$ cat src/design/lmae_pkg.sv
`timescale 1ns / 1ps
// ----------------------------------------------------------------------------
// lmae_pkg
// shared constants and types for the link-discovery management-address
// extractor
// ----------------------------------------------------------------------------
package lmae_pkg;

  localparam int MAX_FRAME = 1536;
  localparam int OFFSET_W  = $clog2(MAX_FRAME + 1);

  localparam int HEADER_BYTES = 14;
  localparam int KIND_W       = 7;
  localparam int LEN_W        = 9;
  localparam int ADDR_W       = 32;

  localparam logic [KIND_W-1:0] KIND_END     = 7'd0;
  localparam logic [KIND_W-1:0] KIND_MGMT    = 7'd8;
  localparam logic [7:0]        MGMT_STRLEN  = 8'd5;
  localparam logic [7:0]        MGMT_IPV4    = 8'd1;
  localparam logic [LEN_W-1:0]  MGMT_MIN_LEN = 9'd6;
  localparam logic [LEN_W-1:0]  ADDR_LAST_POS = 9'd5;

  typedef enum logic [2:0] {
    PH_SKIP,
    PH_HDR_HI,
    PH_HDR_LO,
    PH_VALUE,
    PH_DONE
  } phase_t;

endpackage

$ cat src/design/lldp_mgmt_address_extractor_unit.sv
`timescale 1ns / 1ps
// ----------------------------------------------------------------------------
// lldp_mgmt_address_extractor_unit
// Takes received link-discovery frames one byte per cycle, skips the 14-byte
// header, walks the TLVs and picks up the first complete management-address
// TLV that carries an IPv4 address (string length 5, subtype 1, length at
// least 6). On the last byte of every frame one result transaction comes out
// with the known flag, the stored neighbor address and whether this frame
// changed it. A byte is taken every cycle but for the stall below: the parse
// state updates in the cycle the byte is accepted and the result lands in an
// output register in the next cycle. Bytes that end no frame are accepted
// even while a result is stalled; a frame's last byte waits only while the
// output register is full and not being taken. Bytes at frame positions of
// 1536 and above are ignored except for ending the frame.
// ----------------------------------------------------------------------------
module lldp_mgmt_address_extractor_unit (
  input  logic        clk,
  input  logic        rst_n,
  input  logic        in_valid,
  output logic        in_ready,
  input  logic [7:0]  in_rx_byte,
  input  logic        in_frame_last,
  output logic        out_valid,
  input  logic        out_ready,
  output logic        out_addr_known,
  output logic [31:0] out_neighbor_addr,
  output logic        out_addr_changed
);

  logic [lmae_pkg::OFFSET_W-1:0] byte_offset_r, byte_offset_nxt;
  lmae_pkg::phase_t              parse_phase_r, parse_phase_nxt;
  logic [7:0]                    header_high_r, header_high_nxt;
  logic [lmae_pkg::KIND_W-1:0]   tlv_kind_r, tlv_kind_nxt;
  logic [lmae_pkg::LEN_W-1:0]    tlv_length_r, tlv_length_nxt;
  logic [lmae_pkg::LEN_W-1:0]    value_position_r, value_position_nxt;
  logic                          candidate_ok_r, candidate_ok_nxt;
  logic [lmae_pkg::ADDR_W-1:0]   candidate_addr_r, candidate_addr_nxt;
  logic                          frame_changed_r, frame_changed_nxt;
  logic [lmae_pkg::ADDR_W-1:0]   stored_addr_r, stored_addr_nxt;
  logic                          stored_known_r, stored_known_nxt;

  logic                          out_valid_r;
  logic                          out_addr_known_r;
  logic [31:0]                   out_neighbor_addr_r;
  logic                          out_addr_changed_r;

  logic                          in_accept;

  assign in_ready  = out_ready || !out_valid_r || !in_frame_last;
  assign in_accept = in_valid && in_ready;

  always_comb begin
    logic [lmae_pkg::LEN_W-1:0] pos_inc;
    logic                       cand_ok;
    byte_offset_nxt    = byte_offset_r;
    parse_phase_nxt    = parse_phase_r;
    header_high_nxt    = header_high_r;
    tlv_kind_nxt       = tlv_kind_r;
    tlv_length_nxt     = tlv_length_r;
    value_position_nxt = value_position_r;
    candidate_ok_nxt   = candidate_ok_r;
    candidate_addr_nxt = candidate_addr_r;
    frame_changed_nxt  = frame_changed_r;
    stored_addr_nxt    = stored_addr_r;
    stored_known_nxt   = stored_known_r;
    pos_inc            = value_position_r + lmae_pkg::LEN_W'(1);
    cand_ok            = candidate_ok_r;

    if (in_accept && (byte_offset_r < lmae_pkg::OFFSET_W'(lmae_pkg::MAX_FRAME))) begin
      byte_offset_nxt = byte_offset_r + lmae_pkg::OFFSET_W'(1);
      case (parse_phase_r)
        lmae_pkg::PH_SKIP: begin
          if (byte_offset_r >= lmae_pkg::OFFSET_W'(lmae_pkg::HEADER_BYTES - 1)) begin
            parse_phase_nxt = lmae_pkg::PH_HDR_HI;
          end
        end
        lmae_pkg::PH_HDR_HI: begin
          header_high_nxt = in_rx_byte;
          parse_phase_nxt = lmae_pkg::PH_HDR_LO;
        end
        lmae_pkg::PH_HDR_LO: begin
          tlv_kind_nxt       = header_high_r[7:1];
          tlv_length_nxt     = {header_high_r[0], in_rx_byte};
          value_position_nxt = '0;
          candidate_ok_nxt   = 1'b0;
          candidate_addr_nxt = '0;
          if (header_high_r[7:1] == lmae_pkg::KIND_END) begin
            parse_phase_nxt = lmae_pkg::PH_DONE;
          end else if ({header_high_r[0], in_rx_byte} == '0) begin
            parse_phase_nxt = lmae_pkg::PH_HDR_HI;
          end else begin
            parse_phase_nxt = lmae_pkg::PH_VALUE;
          end
        end
        lmae_pkg::PH_VALUE: begin
          if (tlv_kind_r == lmae_pkg::KIND_MGMT) begin
            if (value_position_r == '0) begin
              cand_ok = (in_rx_byte == lmae_pkg::MGMT_STRLEN) &&
                        (tlv_length_r >= lmae_pkg::MGMT_MIN_LEN);
            end else if (value_position_r == lmae_pkg::LEN_W'(1)) begin
              cand_ok = candidate_ok_r && (in_rx_byte == lmae_pkg::MGMT_IPV4);
            end else if (value_position_r <= lmae_pkg::ADDR_LAST_POS) begin
              candidate_addr_nxt = {candidate_addr_r[lmae_pkg::ADDR_W-9:0], in_rx_byte};
            end
          end
          candidate_ok_nxt   = cand_ok;
          value_position_nxt = pos_inc;
          if (pos_inc == tlv_length_r) begin
            if ((tlv_kind_r == lmae_pkg::KIND_MGMT) && cand_ok) begin
              if (!stored_known_r || (stored_addr_r != candidate_addr_nxt)) begin
                stored_addr_nxt   = candidate_addr_nxt;
                stored_known_nxt  = 1'b1;
                frame_changed_nxt = 1'b1;
              end
              parse_phase_nxt = lmae_pkg::PH_DONE;
            end else begin
              parse_phase_nxt = lmae_pkg::PH_HDR_HI;
            end
          end
        end
        default: begin
        end
      endcase
    end
  end

  // parse state, cleared at every frame end
  always_ff @(posedge clk) begin
    if (!rst_n) begin
      byte_offset_r    <= '0;
      parse_phase_r    <= lmae_pkg::PH_SKIP;
      header_high_r    <= '0;
      tlv_kind_r       <= '0;
      tlv_length_r     <= '0;
      value_position_r <= '0;
      candidate_ok_r   <= 1'b0;
      candidate_addr_r <= '0;
      frame_changed_r  <= 1'b0;
      stored_addr_r    <= '0;
      stored_known_r   <= 1'b0;
    end else begin
      stored_addr_r  <= stored_addr_nxt;
      stored_known_r <= stored_known_nxt;
      if (in_accept && in_frame_last) begin
        byte_offset_r    <= '0;
        parse_phase_r    <= lmae_pkg::PH_SKIP;
        header_high_r    <= '0;
        tlv_kind_r       <= '0;
        tlv_length_r     <= '0;
        value_position_r <= '0;
        candidate_ok_r   <= 1'b0;
        candidate_addr_r <= '0;
        frame_changed_r  <= 1'b0;
      end else begin
        byte_offset_r    <= byte_offset_nxt;
        parse_phase_r    <= parse_phase_nxt;
        header_high_r    <= header_high_nxt;
        tlv_kind_r       <= tlv_kind_nxt;
        tlv_length_r     <= tlv_length_nxt;
        value_position_r <= value_position_nxt;
        candidate_ok_r   <= candidate_ok_nxt;
        candidate_addr_r <= candidate_addr_nxt;
        frame_changed_r  <= frame_changed_nxt;
      end
    end
  end

  // result register
  always_ff @(posedge clk) begin
    if (!rst_n) begin
      out_valid_r <= 1'b0;
    end else if (in_accept && in_frame_last) begin
      out_valid_r <= 1'b1;
    end else if (out_ready) begin
      out_valid_r <= 1'b0;
    end
  end

  always_ff @(posedge clk) begin
    if (in_accept && in_frame_last) begin
      out_addr_known_r    <= stored_known_nxt;
      out_neighbor_addr_r <= stored_known_nxt ? stored_addr_nxt : '0;
      out_addr_changed_r  <= frame_changed_nxt;
    end
  end

  assign out_valid         = out_valid_r;
  assign out_addr_known    = out_addr_known_r;
  assign out_neighbor_addr = out_neighbor_addr_r;
  assign out_addr_changed  = out_addr_changed_r;

endmodule
$ cat config.mk
export PLATFORM = sky130hd
export DESIGN_NAME = lldp_mgmt_address_extractor_unit
export DESIGN_NICKNAME = d
export VERILOG_FILES = /design/src/design/lmae_pkg.sv /design/src/design/lldp_mgmt_address_extractor_unit.sv
export SDC_FILE = /design/constraint.sdc
export NUM_CORES = 1
export LEC_CHECK = 0
export BUFFER_PORTS_ARGS = -buffer_cell sky130_fd_sc_hd__buf_2
export CAP_MARGIN = 10
export CELL_PAD_IN_SITES_DETAIL_PLACEMENT = 0
export CELL_PAD_IN_SITES_GLOBAL_PLACEMENT = 1
export CORE_ASPECT_RATIO = 0.8
export CORE_MARGIN = 2
export CORE_UTILIZATION = 45
export CTS_CLUSTER_DIAMETER = 60
export DETAILED_ROUTE_END_ITERATION = 12
export MAX_ROUTING_LAYER = met4
export PLACE_DENSITY = 0.84
export SYNTH_ARGS = -nofsm -noshare
export SYNTH_HDL_FRONTEND = slang
export SYNTH_SLANG_ARGS = --single-unit
$ cat constraint.sdc
create_clock -name clk -period 10.5 [get_ports clk]
set_input_delay 1.575 -clock clk [delete_from_list [all_inputs] [get_ports clk]]
set_output_delay 1.575 -clock clk [all_outputs]
set_load 0.02 [all_outputs]
==> key figures, run 1 <==
Worst setup path
  – Master of the slowest instance on the critical path: and2_1
  – FF-to-FF End: stored_addr_r[17]$_SDFF_PN0_
  – CP Cell Sequence: inv_1, ha_1, nor3_1, a21oi_1, nor2_2, mux2i_1, o2111ai_1, nor4_1, and2_1, o221a_2
  – CP startpoint kind: flip-flop
  – Slack of the worst reg-to-reg path: 5900 ps
  – Largest stage delay on the critical path: 980 ps
  – Required time at the endpoint of the critical path: 10870 ps
  – Crit Path Class: flip-flop to flip-flop
  – Startpoint of the worst-slack reg-to-reg timing path: value_position_r[0]$_SDFFE_PP0P_
  – Worst-path maximum fanout: 31
  – Crit path buf inv count: 1
  – Worst path arrival time: 4970 ps
  – Kind of end point of the critical path: flip-flop
  – Logic depth of the worst register-to-register path: 10
  – CP Launch Point: value_position_r[0]$_SDFFE_PP0P_
  – Top delay family on crit path: simple AND/OR/NAND/NOR gates

Die
  – Core area: 16600 um^2
  – Top Ports: 49
  – Die ar.: 18100 um^2
  – FP Rows: 42
  – Chip height: 121 um
  – Die W: 150 um
  – Effective utilization at floorplan: 46.1%

Timing
  – Final critical-path required period: 4600 ps
  – Fin Setup TNS: 0 ps
  – Fin Hold WS: 461 ps
  – Setup repair after global routing missed its margin: false
  – Final period util: 43.8%
  – Final count of hold timing violations: 0
  – Tightest slew margin relative to the limit: 21.2%
  – Highest Clock Rate: 217 MHz
  – Final Slew Violations: 0
  – Number of failing setup endpoints in the final timing report: 0
  – Transition time at the pin with the least slew margin: 1180 ps
  – Post-route clock skew: 18.5 ps

Power
  – Static Leakage: 3.06 nW
  – Ratio of total power to cell area: 154 nW/um^2
  – Final Total Pwr: 1.31 mW
  – Peak VDD IR: 0.000107 V

Synthesis
  – Share of synthesized flip-flops with an asynchronous set or reset: 0%
  – Cells after synthesis: 836
  – Area leader, netlist: dfxtp_1
  – Proportion of netlist area held by the largest area contributor: 30.0%
  – Net count after synthesis: 854
  – Netlist Area Pre-Place: 7660 um^2
  – Proportion of synthesized chip area in sequential cells: 43.4%
  – Number of register bits inferred by synthesis: 149
  – Primary FF master, synth: dfxtp_1
  – Number of warnings issued by yosys: 0
  – EDFF count, synth: 34
  – Cell types occupying the most area after synthesis: dfxtp_1, edfxtp_1, mux2i_1
  – Post-synthesis area per instance: 9.17 um^2
  – Post-synthesis cell type count: 67

Clock network
  – CTS tree: built
  – CTS Buf Count: 17
  – Number of buffers inserted by hold repair at cts: 0
  – Post-CTS setup buffers: 0
  – H-tree levels: 4
  – CTS max path bufs: 2
  – Latest clock arrival within the worst-skew pair: 440 ps
  – Number of gates resized after CTS: 0
  – Root buffer cell: clkbuf_16
  – Clock sink count: 149
  – Clock slew at the register clock pins of the worst setup and hold paths: 60 ps

Cells and area
  – Leading cell type in the layout, fill and taps excluded: dfxtp_1
  – Most frequent cells in the layout: dfxtp_1, nor2_1, nand2_1, nand3_1, buf_2
  – Reg area: 3320 um^2
  – Fillers: 1584
  – Layout cell share with drive strength beyond 1: 16.9%
  – Final layout net count: 862
  – Final instance area: 8550 um^2
  – Number of inserted diodes: 0
  – Share of the core filled with cells in the final layout: 51.5%
  – Synth-to-Final Area Change: 11.5%
  – Area of the multi-input gates: 3890 um^2

Global route
  – Pin count of the biggest net entering global routing: 79
  – Overall track demand over capacity in global routing: 25.1%
  – First-pass GRT wire length: 33.5 mm
  – Overall overflow remaining after global route: 0
  – Number of antenna violations at the first check in global routing: 0
  – Vias in the first global route: 5673

Drt
  – Routed length per placed instance: 20.0 um
  – Residual DRC: 0
  – DR vias/cell: 6.02
  – Count of routing violations after the opening detailed-route iteration: 680
  – Via count: 6481
  – Antenna-violating nets left: 0
  – Total routed wirelength: 21.5 mm
  – Length of the first detailed-routing pass in iterations: 5

Flow run
  – Max-capacitance violation count: 0

Placement
  – Final weighted congestion in routability-driven placement: 1.03
  – Count of port buffers added during placement: 48
  – Total placed instance area: 7890 um^2
  – Post-DP HPWL: 14.8 mm

Worst hold path
  – End point of the worst hold path: frame_changed_r$_SDFF_PP0_
  – Worst hold path stage count: 1
  – HP Start: frame_changed_r$_SDFF_PP0_
  – Type of the most critical hold path: flip-flop to flip-flop

Outcome
  – Outcome: finished, final reports clean
[layout make-up]
| type | count | share of cell area (%) |
|---|---|---|
| repair buffers | 57 | 3.60 |
| flip-flops and latches | 149 | 38.9 |
| clock inverters | 13 | 2.61 |
| well taps | 220 | 3.22 |
| multi-input cells | 595 | 45.6 |
| clock buffers | 19 | 5.07 |
| inverters | 24 | 1.05 |
[state kept, by name (all words and copies together), names as in the netlist, 7 cells and up]
register	flops
value_position_r	9
candidate_addr_r	32
tlv_length_r	9
header_high_r	8
stored_addr_r	32
out_neighbor_addr	32
tlv_kind_r	7
byte_offset_r	11
[report_power, final]
group,internal [mW],switching (mW),total (mW)
combinational,0.0103,0.0307,0.0410
clock,0.426,0.252,0.678
sequential,0.592,0.00231,0.594
[worst register-to-register path: stages (launching register included)]
cell       delay, ps
dfxtp_1          510
inv_1             80
ha_1             250
nor3_1           240
a21oi_1          230
nor2_2           670
mux2i_1          580
o2111ai_1        200
nor4_1           430
and2_1           980
o221a_2          370
[layer usage]
layer / GRT usage [%] / vias up / share of wire (%)
met5: - / - / 0
met4: 6.60 / 0 / 1.2
met3: 5.89 / 20 / 9.6
met2: 31.6 / 288 / 39
met1: 39.3 / 3081 / 50
li1: - / 3092 / -
[worst max-delay path by stage]
stage / end / slack (ps) / cells past startpoint
after floorplan: byte_offset_r[2]$_SDFFE_PP0P_ / 6040 / 7
after global placement: stored_addr_r[30]$_SDFF_PN0_ / 5670 / 9
after detailed placement: stored_addr_r[20]$_SDFF_PN0_ / 5610 / 9
after CTS: stored_addr_r[17]$_SDFF_PN0_ / 5990 / 10
after global routing: stored_addr_r[12]$_SDFF_PN0_ / 5540 / 10
final: stored_addr_r[17]$_SDFF_PN0_ / 5900 / 10
[through the flow]
stage          std cells  setup slack (ps)
3_5_place_dp        1045              5610
5_1_grt             1077              5540
6_report            1077              5900
2_1_floorplan        836              6040
3_3_place_gp        1045              5670
4_1_cts             1077              5990
[cell usage after synthesis, drive strengths merged, types with 4 or more instances]
master,number
a31oi,4
a21oi,32
or4,8
o22ai,5
or3,7
o2111ai,6
clkbuf,39
nor3,12
xor2,16
inv,24
o21ai,60
mux2i,43
edfxtp,34
nor4,14
buf,29
nand2b,15
nor2,98
nor2b,13
o211ai,5
o21a,4
ha,5
a22oi,32
nand3,52
and2,9
nand4,13
a21boi,5
dfxtp,115
o221a,31
xnor2,18
and3,4
nand2,52
[cells by family after synthesis]
| logic type | Yosys count | synth area share [%] |
|---|---|---|
| mux | 43 | 5.62 |
| buf+inv | 92 | 6.07 |
| fa+ha+maj | 5 | 0.816 |
| compound gates | 210 | 20.1 |
| flops | 149 | 43.4 |
| simple gates | 303 | 20.1 |
| xor+xnor | 34 | 3.89 |
Power figures use the tool's default switching activity.
==> inputs of run 2 (changes only) <==
clock period = 4.3 ns   (was 10.5 ns; I/O delays follow)
==> key figures, run 2 (same netlist as run 1, synthesis figures left out) <==
Cells and area
  – Synth-to-Final Area Change: 11.1%
  – Most frequent cells in the layout: dfxtp_1, nor2_1, nand2_1, nand3_1, buf_2
  – Final layout net count: 871
  – Leading cell type in the layout, fill and taps excluded: dfxtp_1
  – Number of inserted diodes: 0
  – Share of the core filled with cells in the final layout: 51.3%
  – Layout cell share with drive strength beyond 1: 17.7%

Die
  – Die W: 150 um
  – Core area: 16600 um^2
  – Top Ports: 49
  – Effective utilization at floorplan: 46.1%
  – Die ar.: 18100 um^2
  – Chip height: 121 um
  – FP Rows: 42

Worst setup path
  – Master of the slowest instance on the critical path: or4_1
  – FF-to-FF End: stored_addr_r[25]$_SDFF_PN0_
  – Largest stage delay on the critical path: 600 ps
  – Logic depth of the worst register-to-register path: 11
  – Cell with the most instances on the worst path: buf_4
  – Startpoint of the worst-slack reg-to-reg timing path: value_position_r[0]$_SDFFE_PP0P_
  – CP startpoint kind: flip-flop
  – Worst path arrival time: 4030 ps
  – Required time at the endpoint of the critical path: 4670 ps
  – Slack of the worst reg-to-reg path: 640 ps
  – Crit Path Class: flip-flop to flip-flop
  – Kind of end point of the critical path: flip-flop
  – CP Cell Sequence: ha_1, and3_1, nand3_1, nor4_1, a21oi_1, or4_1, nor2_2, buf_4, a21boi_2, buf_4, o221a_2
  – Worst-path maximum fanout: 34

Drt
  – Residual DRC: 0
  – Total routed wirelength: 21.7 mm
  – Count of routing violations after the opening detailed-route iteration: 726
  – Length of the first detailed-routing pass in iterations: 6
  – Routed length per placed instance: 20.0 um
  – DR vias/cell: 6.00
  – Antenna-violating nets left: 0
  – Via count: 6521

Power
  – Final Total Pwr: 2.95 mW
  – Ratio of total power to cell area: 347 nW/um^2
  – Peak VDD IR: 0.000296 V
  – Static Leakage: 3.06 nW

Timing
  – Post-route clock skew: 11.4 ps
  – Setup repair after global routing missed its margin: false
  – Number of failing setup endpoints in the final timing report: 0
  – Final period util: 85.2%
  – Tightest slew margin relative to the limit: 27.5%
  – Transition time at the pin with the least slew margin: 1090 ps
  – Final count of hold timing violations: 0
  – Final Slew Violations: 0
  – Final critical-path required period: 3660 ps
  – Fin Setup TNS: 0 ps
  – Highest Clock Rate: 273 MHz

Placement
  – Post-DP HPWL: 14.9 mm
  – Final weighted congestion in routability-driven placement: 1.00
  – Count of port buffers added during placement: 48

Clock network
  – Clock sink count: 149
  – Post-CTS setup buffers: 0
  – Number of gates resized after CTS: 0
  – CTS max path bufs: 2
  – CTS tree: built
  – Number of buffers inserted by hold repair at cts: 0
  – Root buffer cell: clkbuf_16
  – CTS Buf Count: 17
  – Latest clock arrival within the worst-skew pair: 430 ps
  – H-tree levels: 4
  – Clock slew at the register clock pins of the worst setup and hold paths: 60 ps

Global route
  – Vias in the first global route: 5728
  – First-pass GRT wire length: 33.4 mm
  – Overall overflow remaining after global route: 0
  – Pin count of the biggest net entering global routing: 66
  – Number of antenna violations at the first check in global routing: 0
  – Overall track demand over capacity in global routing: 25.1%

Worst hold path
  – HP Start: candidate_ok_r$_SDFFE_PP0P_
  – Type of the most critical hold path: flip-flop to flip-flop
  – Worst hold path stage count: 2
  – End point of the worst hold path: candidate_ok_r$_SDFFE_PP0P_

Outcome
  – Outcome: finished, final reports clean

Flow run
  – Max-capacitance violation count: 0
[run 2: worst max-delay path, delay by kind of cell (launching register included)]
family / cells / cell delay [ps]
and+or+nand+nor: 5 / 1460
buffers and inverters: 2 / 670
AOI/OAI and AO/OA: 3 / 570
DFF: 1 / 510
adders and majority gates: 1 / 360
[run 2: how the worst max path moves through the flow]
stage	start	to	slack (ps)	cells after the start
floorplan	out_ready	byte_offset_r[2]$_SDFFE_PP0P_	770	7
global placement	in_rx_byte[1]	out_neighbor_addr[5]$_SDFFCE_PN0P_	630	9
detailed placement	in_rx_byte[7]	out_neighbor_addr[12]$_SDFFCE_PN0P_	600	9
CTS	value_position_r[0]$_SDFFE_PP0P_	stored_addr_r[25]$_SDFF_PN0_	690	11
global route	value_position_r[0]$_SDFFE_PP0P_	stored_addr_r[24]$_SDFF_PN0_	390	11
finish	value_position_r[0]$_SDFFE_PP0P_	stored_addr_r[25]$_SDFF_PN0_	640	11
[run 2: per-layer routing]
metal	up-vias	track usage, %	wire [um]
met4	0	7.55	310
met2	256	32.5	8810
met1	3139	36.9	10600
li1	3099	-	-
met5	-	-	0
met3	27	7.85	2020
[run 2: final cells by class]
| class | count | area, um^2 |
|---|---|---|
| Clock buffer | 23 | 489 |
| Tap cell | 220 | 275 |
| Inverter | 24 | 90.1 |
| Fill cell | 1600 | 8090 |
| Clock inverter | 9 | 65.1 |
| Multi-Input combinational cell | 595 | 3890 |
| Sequential cell | 149 | 3320 |
| Timing Repair Buffer | 66 | 375 |
[run 2: per-stage QoR]
| step | area, um^2 | instances | worst slack, ps | hold WS [ps] |
|---|---|---|---|---|
| after floorplan | 7660 | 836 | 765 | 433 |
| after global placement | 7960 | 1054 | 628 | 451 |
| after detailed placement | 7960 | 1054 | 604 | 463 |
| after CTS | 8510 | 1086 | 689 | 473 |
| after global routing | 8510 | 1086 | 391 | 505 |
| final | 8510 | 1086 | 635 | 476 |
[run 2: where the power goes]
part           total [mW]  switching (mW)  internal [mW]
sequential           1.45         0.00644           1.45
combinational       0.103          0.0773         0.0256
clock                1.40           0.589          0.806
